`src/rtl/fte_pkg.sv`:
```
// shared types and constants for the ip five-tuple extractor
`default_nettype none

package fte_pkg;

    typedef struct packed {
        logic [7:0] data_byte;
        logic       last_byte;
    } t_in_item;

    typedef struct packed {
        logic [1:0]  status;
        logic        is_ipv6;
        logic [7:0]  protocol;
        logic [63:0] source_high;
        logic [63:0] source_low;
        logic [63:0] destination_high;
        logic [63:0] destination_low;
        logic [15:0] source_port;
        logic [15:0] destination_port;
    } t_out_item;

    typedef enum logic [1:0] {
        KIND_NONE = 2'd0,
        KIND_V4   = 2'd1,
        KIND_V6   = 2'd2
    } t_kind;

    localparam logic [1:0] ST_PARSED  = 2'd0;
    localparam logic [1:0] ST_NOT_IP  = 2'd1;
    localparam logic [1:0] ST_TRUNC   = 2'd2;

    localparam logic [3:0] VER_IPV4   = 4'd4;
    localparam logic [3:0] VER_IPV6   = 4'd6;
    localparam logic [7:0] PROTO_TCP  = 8'd6;
    localparam logic [7:0] PROTO_UDP  = 8'd17;
    localparam logic [5:0] IPV6_HLEN  = 6'd40;

    localparam int OFF_W = 7;

endpackage

`default_nettype wire

```
`src/rtl/ip_five_tuple_extractor_core.sv`:
```
// top level of the ip five-tuple extractor
// usage:
//   input channel carries one packet byte per request with a last-byte mark,
//   starting at the first byte of the ip header. output channel carries one
//   five-tuple request per packet: status, version flag, protocol, 128-bit
//   source and destination addresses and tcp/udp ports.
//   a request is taken at a clock edge where valid is high and stall is low.
// timing:
//   one byte per cycle sustained unless a held result stalls. a byte in the input
//   register is parsed by the offset compare and field capture between the input
//   and result registers; any result it yields is loaded into the result register.
//   the result comes out at the byte that completes the addresses and, for tcp/udp, the ports,
//   at the first byte for a non-ip version, or at the last byte if the
//   packet ends early. bytes after the result are dropped up to the mark.
// reset:
//   synchronous active-low reset empties both registers and clears all
//   parse state; the next byte is treated as the start of a packet.
// backpressure:
//   a stalled result holds; the input register keeps filling, then the
//   input stalls once a byte is waiting behind the held result.
`default_nettype none

module ip_five_tuple_extractor_core
    import fte_pkg::*;
(
    input  wire logic      i_clk,
    input  wire logic      i_rst_n,
    input  wire logic      i_in_valid,
    output logic           o_in_stall,
    input  wire t_in_item  i_in_data,
    output logic           o_out_valid,
    input  wire logic      i_out_stall,
    output t_out_item      o_out_data
);

    logic      in_valid;
    t_in_item  in_item;
    logic      out_ready;
    logic      step;
    logic      emit;
    t_out_item result;

    assign step = in_valid && out_ready;

    fte_in_reg u_in_reg (
        .i_clk      (i_clk),
        .i_rst_n    (i_rst_n),
        .i_in_valid (i_in_valid),
        .o_in_stall (o_in_stall),
        .i_in_data  (i_in_data),
        .o_valid    (in_valid),
        .o_item     (in_item),
        .i_take     (out_ready)
    );

    fte_parser u_parser (
        .i_clk    (i_clk),
        .i_rst_n  (i_rst_n),
        .i_step   (step),
        .i_item   (in_item),
        .o_emit   (emit),
        .o_result (result)
    );

    fte_out_reg u_out_reg (
        .i_clk       (i_clk),
        .i_rst_n     (i_rst_n),
        .i_load      (step && emit),
        .i_item      (result),
        .o_ready     (out_ready),
        .o_out_valid (o_out_valid),
        .i_out_stall (i_out_stall),
        .o_out_data  (o_out_data)
    );

    // non-parsed results carry nothing but the status
    a_short_zero: assert property (@(posedge i_clk) disable iff (!i_rst_n)
        o_out_valid && o_out_data.status != ST_PARSED |->
            o_out_data.is_ipv6 == 1'b0 && o_out_data.protocol == '0 &&
            o_out_data.source_high == '0 && o_out_data.source_low == '0 &&
            o_out_data.destination_high == '0 && o_out_data.destination_low == '0 &&
            o_out_data.source_port == '0 && o_out_data.destination_port == '0)
        else $error("non-parsed result with nonzero fields");

    // ipv4 addresses live in the low 32 bits only
    a_v4_width: assert property (@(posedge i_clk) disable iff (!i_rst_n)
        o_out_valid && o_out_data.status == ST_PARSED && !o_out_data.is_ipv6 |->
            o_out_data.source_high == '0 && o_out_data.destination_high == '0 &&
            o_out_data.source_low[63:32] == '0 &&
            o_out_data.destination_low[63:32] == '0)
        else $error("ipv4 result with upper address bits set");

    // the input only stalls behind a held result
    a_stall_cause: assert property (@(posedge i_clk) disable iff (!i_rst_n)
        o_in_stall |-> o_out_valid && i_out_stall)
        else $error("input stalled without output backpressure");

    a_reset_empty: assert property (@(posedge i_clk)
        !i_rst_n |=> !o_out_valid && !o_in_stall)
        else $error("registers not empty after reset");

endmodule

`default_nettype wire

```
`src/rtl/fte_in_reg.sv`:
```
// input register that holds one request until the parser takes it
`default_nettype none

module fte_in_reg
    import fte_pkg::*;
(
    input  wire logic     i_clk,
    input  wire logic     i_rst_n,
    input  wire logic     i_in_valid,
    output logic          o_in_stall,
    input  wire t_in_item i_in_data,
    output logic          o_valid,
    output t_in_item      o_item,
    input  wire logic     i_take
);

    logic     r_valid;
    t_in_item r_item;

    assign o_in_stall = r_valid && !i_take;
    assign o_valid    = r_valid;
    assign o_item     = r_item;

    always_ff @(posedge i_clk) begin
        if (!i_rst_n) begin
            r_valid <= 1'b0;
        end else if (!o_in_stall) begin
            r_valid <= i_in_valid;
        end
    end

    always_ff @(posedge i_clk) begin
        if (i_in_valid && !o_in_stall) begin
            r_item <= i_in_data;
        end
    end

endmodule

`default_nettype wire

```
`src/rtl/fte_parser.sv`:
```
// per-packet parse state and the byte-at-a-time field capture
`default_nettype none

module fte_parser
    import fte_pkg::*;
(
    input  wire logic     i_clk,
    input  wire logic     i_rst_n,
    input  wire logic     i_step,
    input  wire t_in_item i_item,
    output logic          o_emit,
    output t_out_item     o_result
);

    logic [OFF_W-1:0] r_offset, n_offset;
    t_kind            r_kind, n_kind;
    logic [5:0]       r_hlen, n_hlen;
    logic [7:0]       r_proto, n_proto;
    logic [63:0]      r_src_hi, n_src_hi;
    logic [63:0]      r_src_lo, n_src_lo;
    logic [63:0]      r_dst_hi, n_dst_hi;
    logic [63:0]      r_dst_lo, n_dst_lo;
    logic [31:0]      r_ports, n_ports;
    logic             r_sent, n_sent;

    always_comb begin
        logic [7:0]       b;
        logic [OFF_W-1:0] o;
        logic [OFF_W-1:0] hl;
        logic             tp;
        logic             done;

        b        = i_item.data_byte;
        o        = r_offset;
        n_offset = r_offset;
        n_kind   = r_kind;
        n_hlen   = r_hlen;
        n_proto  = r_proto;
        n_src_hi = r_src_hi;
        n_src_lo = r_src_lo;
        n_dst_hi = r_dst_hi;
        n_dst_lo = r_dst_lo;
        n_ports  = r_ports;
        n_sent   = r_sent;
        o_emit   = 1'b0;
        o_result = '0;
        hl       = '0;
        tp       = 1'b0;
        done     = 1'b0;

        if (!r_sent) begin
            if (o == '0) begin
                priority if (b[7:4] == VER_IPV4) begin
                    n_kind = KIND_V4;
                    n_hlen = {b[3:0], 2'b00};
                end else if (b[7:4] == VER_IPV6) begin
                    n_kind = KIND_V6;
                    n_hlen = IPV6_HLEN;
                end else begin
                    n_kind          = KIND_NONE;
                    n_sent          = 1'b1;
                    o_emit          = 1'b1;
                    o_result.status = ST_NOT_IP;
                end
            end

            if (!n_sent) begin
                if (n_kind == KIND_V4) begin
                    if (o == 7'd9) begin
                        n_proto = b;
                    end else if (o >= 7'd12 && o <= 7'd15) begin
                        n_src_lo = {r_src_lo[55:0], b};
                    end else if (o >= 7'd16 && o <= 7'd19) begin
                        n_dst_lo = {r_dst_lo[55:0], b};
                    end
                end else begin
                    if (o == 7'd6) begin
                        n_proto = b;
                    end else if (o >= 7'd8 && o <= 7'd15) begin
                        n_src_hi = {r_src_hi[55:0], b};
                    end else if (o >= 7'd16 && o <= 7'd23) begin
                        n_src_lo = {r_src_lo[55:0], b};
                    end else if (o >= 7'd24 && o <= 7'd31) begin
                        n_dst_hi = {r_dst_hi[55:0], b};
                    end else if (o >= 7'd32 && o <= 7'd39) begin
                        n_dst_lo = {r_dst_lo[55:0], b};
                    end
                end

                // ports are the four bytes right after the header
                hl = {1'b0, n_hlen};
                if (o >= hl && o < hl + 7'd4) begin
                    n_ports = {r_ports[23:0], b};
                end

                tp = (n_proto == PROTO_TCP) || (n_proto == PROTO_UDP);
                if (n_kind == KIND_V4) begin
                    done = (o >= 7'd19) && (!tp || o >= hl + 7'd3);
                end else begin
                    done = (o >= 7'd39) && (!tp || o >= 7'd43);
                end

                priority if (done) begin
                    n_sent                    = 1'b1;
                    o_emit                    = 1'b1;
                    o_result.status           = ST_PARSED;
                    o_result.is_ipv6          = (n_kind == KIND_V6);
                    o_result.protocol         = n_proto;
                    o_result.source_high      = n_src_hi;
                    o_result.source_low       = n_src_lo;
                    o_result.destination_high = n_dst_hi;
                    o_result.destination_low  = n_dst_lo;
                    if (tp) begin
                        o_result.source_port      = n_ports[31:16];
                        o_result.destination_port = n_ports[15:0];
                    end
                end else if (i_item.last_byte) begin
                    n_sent          = 1'b1;
                    o_emit          = 1'b1;
                    o_result.status = ST_TRUNC;
                end else begin
                    n_offset = o + 7'd1;
                end
            end
        end

        // the last byte always starts the next packet from scratch
        if (i_item.last_byte) begin
            n_offset = '0;
            n_kind   = KIND_NONE;
            n_hlen   = '0;
            n_proto  = '0;
            n_src_hi = '0;
            n_src_lo = '0;
            n_dst_hi = '0;
            n_dst_lo = '0;
            n_ports  = '0;
            n_sent   = 1'b0;
        end
    end

    always_ff @(posedge i_clk) begin
        if (!i_rst_n) begin
            r_offset <= '0;
            r_kind   <= KIND_NONE;
            r_hlen   <= '0;
            r_proto  <= '0;
            r_src_hi <= '0;
            r_src_lo <= '0;
            r_dst_hi <= '0;
            r_dst_lo <= '0;
            r_ports  <= '0;
            r_sent   <= 1'b0;
        end else if (i_step) begin
            r_offset <= n_offset;
            r_kind   <= n_kind;
            r_hlen   <= n_hlen;
            r_proto  <= n_proto;
            r_src_hi <= n_src_hi;
            r_src_lo <= n_src_lo;
            r_dst_hi <= n_dst_hi;
            r_dst_lo <= n_dst_lo;
            r_ports  <= n_ports;
            r_sent   <= n_sent;
        end
    end

endmodule

`default_nettype wire

```
`src/rtl/fte_out_reg.sv`:
```
// result register toward the downstream channel
`default_nettype none

module fte_out_reg
    import fte_pkg::*;
(
    input  wire logic      i_clk,
    input  wire logic      i_rst_n,
    input  wire logic      i_load,
    input  wire t_out_item i_item,
    output logic           o_ready,
    output logic           o_out_valid,
    input  wire logic      i_out_stall,
    output t_out_item      o_out_data
);

    logic      r_valid;
    t_out_item r_item;

    // slot frees up in the same cycle the current request is taken
    assign o_ready     = !r_valid || !i_out_stall;
    assign o_out_valid = r_valid;
    assign o_out_data  = r_item;

    always_ff @(posedge i_clk) begin
        if (!i_rst_n) begin
            r_valid <= 1'b0;
        end else if (o_ready) begin
            r_valid <= i_load;
        end
    end

    always_ff @(posedge i_clk) begin
        if (o_ready && i_load) begin
            r_item <= i_item;
        end
    end

endmodule

`default_nettype wire
```
`config.mk`:
```
export PLATFORM = sky130hd
export DESIGN_NAME = ip_five_tuple_extractor_core
export DESIGN_NICKNAME = d
export VERILOG_FILES = /design/src/rtl/fte_pkg.sv /design/src/rtl/ip_five_tuple_extractor_core.sv /design/src/rtl/fte_in_reg.sv /design/src/rtl/fte_parser.sv /design/src/rtl/fte_out_reg.sv
export SDC_FILE = /design/constraint.sdc
export NUM_CORES = 1
export LEC_CHECK = 0
export ABC_AREA = 1
export BUFFER_PORTS_ARGS = -buffer_cell sky130_fd_sc_hd__buf_2
export CAP_MARGIN = 0
export CORE_MARGIN = 2
export CORE_UTILIZATION = 54
export DETAILED_ROUTE_END_ITERATION = 8
export PLACE_DENSITY_LB_ADDON = 0.12
export SLEW_MARGIN = 25
export SYNTH_ARGS = -nofsm -noshare
export SYNTH_HDL_FRONTEND = slang
export SYNTH_SLANG_ARGS = --single-unit
```
`constraint.sdc`:
```
create_clock -name i_clk -period 9.5 [get_ports i_clk]
set_clock_uncertainty 0.15 [all_clocks]
set_input_delay 1.425 -clock i_clk [delete_from_list [all_inputs] [get_ports i_clk]]
set_output_delay 1.425 -clock i_clk [all_outputs]
set_load 0.01 [all_outputs]
```
== Yosys cells after proc, flatten, opt, wreduce, memory -nomap -nowiden ==
Index checks and enable logic that the tools add are counted.
Storage, ports and cells
  flip-flop bits (word level): 622
  input bits: 13
  output and inout port bits: 301
  logic and storage cells: 170
Cells by class
  add/subtract/negate cells: 3
  order comparisons: 16
  eq/ne operators: 11
  multiplexer cells: 86
  bitwise operators: 2
  reduce and logical (&&, ||, !) cells: 29
Operator list (count)
  64-bit 2-to-1 mux: 35
  299-bit 2-to-1 mux: 1
  297-bit 2-to-1 mux: 1
  32-bit 2-to-1 mux: 5
  8-bit 2-to-1 mux: 8
  6-bit 2-to-1 mux: 6
  7-bit 2-to-1 mux: 4
  7-bit by 5-bit greater-or-equal comparator with 1-bit output (second input constant): 3
  7-bit by 6-bit greater-or-equal comparator with 1-bit output (second input constant): 3
  7-bit by 5-bit <= comparator with 1-bit output (second input constant): 3
  2-bit 2-to-1 mux: 10
  1-bit 2-to-1 mux: 16
  7-bit by 4-bit greater-or-equal comparator with 1-bit output (second input constant): 2
  1-bit logical AND: 14
  4-bit by 3-bit == test with 1-bit output (second input constant): 2
  8-bit by 3-bit == test with 1-bit output (second input constant): 1
  8-bit by 5-bit == test with 1-bit output (second input constant): 1
  6-bit by 2-bit adder with 7-bit output (second input constant): 1
  6-bit by 3-bit adder with 7-bit output (second input constant): 1
  7-bit by 1-bit adder with 7-bit output (second input constant): 1
  7-bit by 3-bit == test with 1-bit output (second input constant): 1
  7-bit by 4-bit == test with 1-bit output (second input constant): 1
  7-bit by 6-bit greater-or-equal comparator with 1-bit output: 1
  7-bit greater-or-equal comparator: 1
  15 further kinds: 25

== Depth between registers and ports, before layout ==
  word-level depth: 22
  depth in mapped cells: 24
  mapped depth without buffers: 24

== By module ==
From an unflattened synthesis, not the netlist that was laid out.
Unflattened totals
  cells, all modules: 3531
  area total of the unflattened synthesis: 29265.6 µm²
By module, submodules not included
  fte_parser: instances 1, cells each 3205, area each 19901.6 µm², sequential area each 6246.0 µm²
  fte_out_reg: instances 1, cells each 305, area each 9026.2 µm², sequential area each 8998.6 µm²
  fte_in_reg: instances 1, cells each 17, area each 320.3 µm², sequential area each 290.3 µm²
  ip_five_tuple_extractor_core: instances 1, cells each 4, area each 17.5 µm², sequential area each 0.0 µm²

== Least setup slack after synthesis ==
OpenSTA, ideal clock, no wires.
  path kind: register to register
  from: register u_parser.r_offset[0]
  to: register u_out_reg.r_item (netlist bit u_out_reg.o_out_data[0]), enable pin
  setup time: 650 ps
  data arrival time: 8804 ps
  required time: 8700 ps
  path slack: -104 ps
  stages on the path, launching flop included: 22
  buffers on the path: 0
  period minus slack after synthesis: 9604 ps
  cell sequence: dfxtp_1 > inv_1 > ha_1 > nand3_1 > nor2_4 > nand2_1 > inv_1 > o22ai_1 > inv_1 > nor3_1 > nand2_1 > xor2_1 > inv_1 > ha_1 > nand3_1 > nor4b_1 > a211oi_1 > nand4_1 > nand2_1 > nand4_1 > nand2_1 > inv_1
On the way
  longest elaborated chain between the ends: 20
  elaborated cells on any way between the ends: 37
  those cells by class: 1 x add/sub; 4 x order compare; 5 x eq/ne; 18 x mux; 9 x reduce/logical
Ends and longest elaborated chain
  start: declaration: line fte_parser.sv:15  | logic [OFF_W-1:0] r_offset, n_offset;
  start signal: assignment: line fte_parser.sv:155  | r_offset <= n_offset;
  parallel branches: the longest is 16 deep, another holds 6-bit by 2-bit adder with 7-bit output
  1-bit 2-to-1 mux (*): line fte_parser.sv:67  | if (!n_sent) begin
  1-bit 2-to-1 mux (*): line fte_parser.sv:51  | if (!r_sent) begin
  1-bit logical AND (*): line ip_five_tuple_extractor_core.sv:68  | .i_load (step && emit),
  1-bit logical AND (*): line fte_out_reg.sv:34  | if (o_ready && i_load) begin
  end signal: assignment: line fte_out_reg.sv:35  | r_item <= i_item;
  end: declaration: line fte_out_reg.sv:18  | t_out_item r_item;
Mark *: on every way between the ends. The select of a mux whose other input is x is not followed.
A chain may end at the register's enable or synchronous reset.

== Worst setup path after layout ==
  from: register u_parser.r_offset[4]
  to: register u_out_reg.r_item (netlist bit u_out_reg.o_out_data[196]), enable pin
Same word-level chain as after synthesis.

==> results.toml <==
[run_status]
status = "finished, final reports clean"

[worst_setup_path]
crit_slowest_cell = "buf_4"
path_buf_inv = 7
cp.required_ns = 9.57
path_cells = "inv_2 > nand2_4 > nor2_4 > nand2_1 > inv_1 > o22ai_1 > inv_1 > nor3_1 > nand2_1 > xor2_1 > inv_1 > ha_1 > nand3_1 > nor4b_1 > a211oi_1 > nand4_1 > nand2_1 > nand4_1 > nand2_1 > clkinvlp_4 > buf_6 > buf_4"
cpMostUsedCell = "nand2_1"
critPathLaunchType = "register"
cp-end-kind = "register"
cp_max_fo = 79
crit_arrival_ns = 6.71
setup.worst_path.class = "reg -> reg"
slowest_delay_ns = 0.77
path_delay_family = "buffers and inverters"

[timing]
worst_slew_pin_slew_ns = 1.211
rsz0062_at_grt = "no"
slew_headroom_pct = 19.24
max_freq_ghz = 0.1504
hold-worst-slack_ns = 0.3140
min_period_ns = 6.648
finalSetupViolations = 0
fin_crit_sh_pct = 69.97
tns_ns = 0
hold_viol = 0
slew_viol_final = 0

[placement]
placement.io_buffers = 313
dpl.cell_count = 4372
dp_hpwl_um = 50890
gp_congestion = 0.8750

[clocking]
cts_resized = 0
cts_tree = "built"
hold_buffers = 0
numCtsBuffers = 67
clock-sinks = 622
cts_setup_buffers = 0
cts_buffer_depth = 3
clk_latency_ns = 0.60
cts_root_buf = "clkbuf_16"
path_clk_slew_ns = 0.06
h-tree-depth = 3

[die]
design.die.area_mm2 = 0.05683
fp.dieH_um = 238.4
start_util_pct = 54.91
num_rows = 85
coreArea_mm2 = 0.05403
io_pins = 314
die_width_um = 238.4

[routing]
wl_met2_um = 40100
drtPass1Iterations = 8
ant_nets = 0
wl_per_cell_um = 18.56
wl_um = 83430
top_layer = "met4"
vias = 25730
wl_met1_um = 34960
route.met3.wl_um = 5454
dr.first_iter.drc_count = 2866
routed_via_density = 5.723
drc = 0

[min_path]
hold_path_class = "reg -> reg"

[logic_synthesis]
yosys.area.top_type_share_pct = 31.18
synth_edf_count = 308
ys_top_cells_by_area = "edfxtp_1 31%, dfxtp_1 21%, nand2_1 13%"
synth_seq_cells = 622
yosys.area.top_type = "edfxtp_1"
ys_types = 37
syn_avg_cell_area_um2 = 8.270
syn_nets = 3624
syn_inst = 3587
synth_area_mm2 = 0.02967
synth-main-ff-cell = "dfxtp_1"
ys.warnings.count = 0
async_flop_share_pct = 0
yosysSeqAreaShare_pct = 52.37

[pwr]
total_power_mw = 5.957
peakVddDrop_v = 0.0001263
powerDensity_mw_per_mm2 = 177.1
p_leak_nw = 12.39

[final_layout]
drive_gt1_share_pct = 16.90
area_growth_pct = 13.41
fillerInstances = 4578
final_nets = 3783
layout.cells.non_filler = 4495

[flow_run]
maxCapViolations = 0

[grt]
overflow = 0
grt_max_degree = 174
grt_pass1_wl_um = 129500
antenna_found_initial = 1
grt_pass1_vias = 23750
grt_usage_pct = 28.49
## final cells by class
class | instances | area (um^2) | area share [%]
Tap cell | 696 | 870.8 | 2.588
Inverter | 98 | 384.1 | 1.142
Clock buffer | 94 | 1921 | 5.709
Antenna cell | 1 | 2.502 | 0.007438
Multi-Input combinational cell | 2617 | 12770 | 37.97
Clock inverter | 27 | 327.8 | 0.9744
Timing Repair Buffer | 340 | 1829 | 5.437
Sequential cell | 622 | 15530 | 46.18
## routing by layer
| layer | vias to the layer above | track usage (%) |
|---|---|---|
| met5 | - | 0 |
| met4 | 0 | 10.51 |
| met3 | 158 | 4.500 |
| met2 | 1000 | 46.13 |
| met1 | 12280 | 38.77 |
| li1 | 12290 | - |
## logic make-up after synthesis
kind of cell / share of synthesized area [%]
adders and majority gates: 1.012
xor gates and xnor gates: 0.3543
buffers and inverters: 4.876
and+or+nand+nor: 30.53
AOI/OAI and AO/OA: 7.081
DFF: 52.37
muxes: 3.779
## placed cells by master, fill, tap and decap left out, types with 4 or more instances in the layout
| cell | instances |
|---|---|
| nand2_1 | 1041 |
| nand3_1 | 512 |
| a21oi_1 | 335 |
| nor2_1 | 317 |
| dfxtp_1 | 314 |
| buf_2 | 313 |
| edfxtp_1 | 308 |
| or2_2 | 129 |
| mux2i_1 | 112 |
| inv_1 | 82 |
| clkbuf_16 | 69 |
| nor2_4 | 34 |
| o211ai_1 | 33 |
| ha_1 | 24 |
| o21ai_0 | 22 |
| buf_4 | 20 |
| clkbuf_1 | 15 |
| clkinv_2 | 12 |
| nand2_2 | 11 |
| xor2_1 | 10 |
| clkbuf_8 | 10 |
| nor3_1 | 9 |
| clkinv_1 | 8 |
| bufinv_16 | 7 |
| inv_2 | 6 |
| nand2_4 | 4 |
| nand4_1 | 4 |
| buf_6 | 4 |
## stage by stage
stage | util [%] | cell area, um^2 | setup slack (ns)
after floorplan | - | 29670 | 1.388
after global placement | 58.01 | 31340 | 2.768
after detailed placement | 58.02 | 31350 | 2.592
after CTS | 62.18 | 33600 | 2.589
after global routing | 62.27 | 33640 | 2.264
final | 62.27 | 33640 | 2.852
## registers in the layout (all words and copies together), names as in the netlist
signal	cells
u_out_reg.o_out_data	299
u_parser.r_dst_hi	64
u_parser.r_dst_lo	64
u_parser.r_src_hi	64
u_parser.r_src_lo	64
u_parser.r_ports	32
u_in_reg.o_item	9
u_parser.r_proto	8
u_parser.r_offset	7
u_parser.r_hlen	6
u_parser.r_kind	2
u_in_reg.o_valid	1
u_out_reg.o_out_valid	1
u_parser.r_sent	1
## Yosys cell counts, types with 3 or more instances
| cell type | n |
|---|---|
| nand2_1 | 1047 |
| nand3_1 | 512 |
| a21oi_1 | 336 |
| nor2_1 | 318 |
| dfxtp_1 | 314 |
| edfxtp_1 | 308 |
| clkbuf_1 | 175 |
| or2_2 | 129 |
| mux2i_1 | 112 |
| inv_1 | 85 |
| buf_2 | 35 |
| nor2_4 | 33 |
| o211ai_1 | 33 |
| ha_1 | 24 |
| o21ai_0 | 23 |
| buf_1 | 22 |
| buf_4 | 13 |
| nor3_1 | 10 |
| xor2_1 | 10 |
| nand2_2 | 8 |
| clkinv_1 | 7 |
| inv_2 | 5 |
| nand4_1 | 4 |
| buf_6 | 3 |
| nand2_4 | 3 |
| o22ai_1 | 3 |
## where the power goes
group          leakage, nW  internal (mW)  switching, mW
Sequential            5.59           2.87         0.0239
Clock                 1.11           1.61           1.08
Combinational         5.69         0.0870          0.291
## path summary, 6_finish.rpt
path                            slack (ns)            startpoint                        end  cells after the start
worst max-delay path                  2.85  u_parser.r_offset[4]  u_out_reg.o_out_data[196]                     22
worst min-delay path                  0.31   u_parser.r_ports[0]        u_parser.r_ports[0]                      2
worst max register to register        2.85  u_parser.r_offset[4]  u_out_reg.o_out_data[196]                     22
worst min register to register        0.31   u_parser.r_ports[0]        u_parser.r_ports[0]                      2
## tightest hold or removal path, cell delays in order, from the launching register on
cell and delay, ns:
dfxtp_1 0.31, nand2_1 0.06, a21oi_1 0.05
Note: power is estimated with default switching activity, not from simulation.
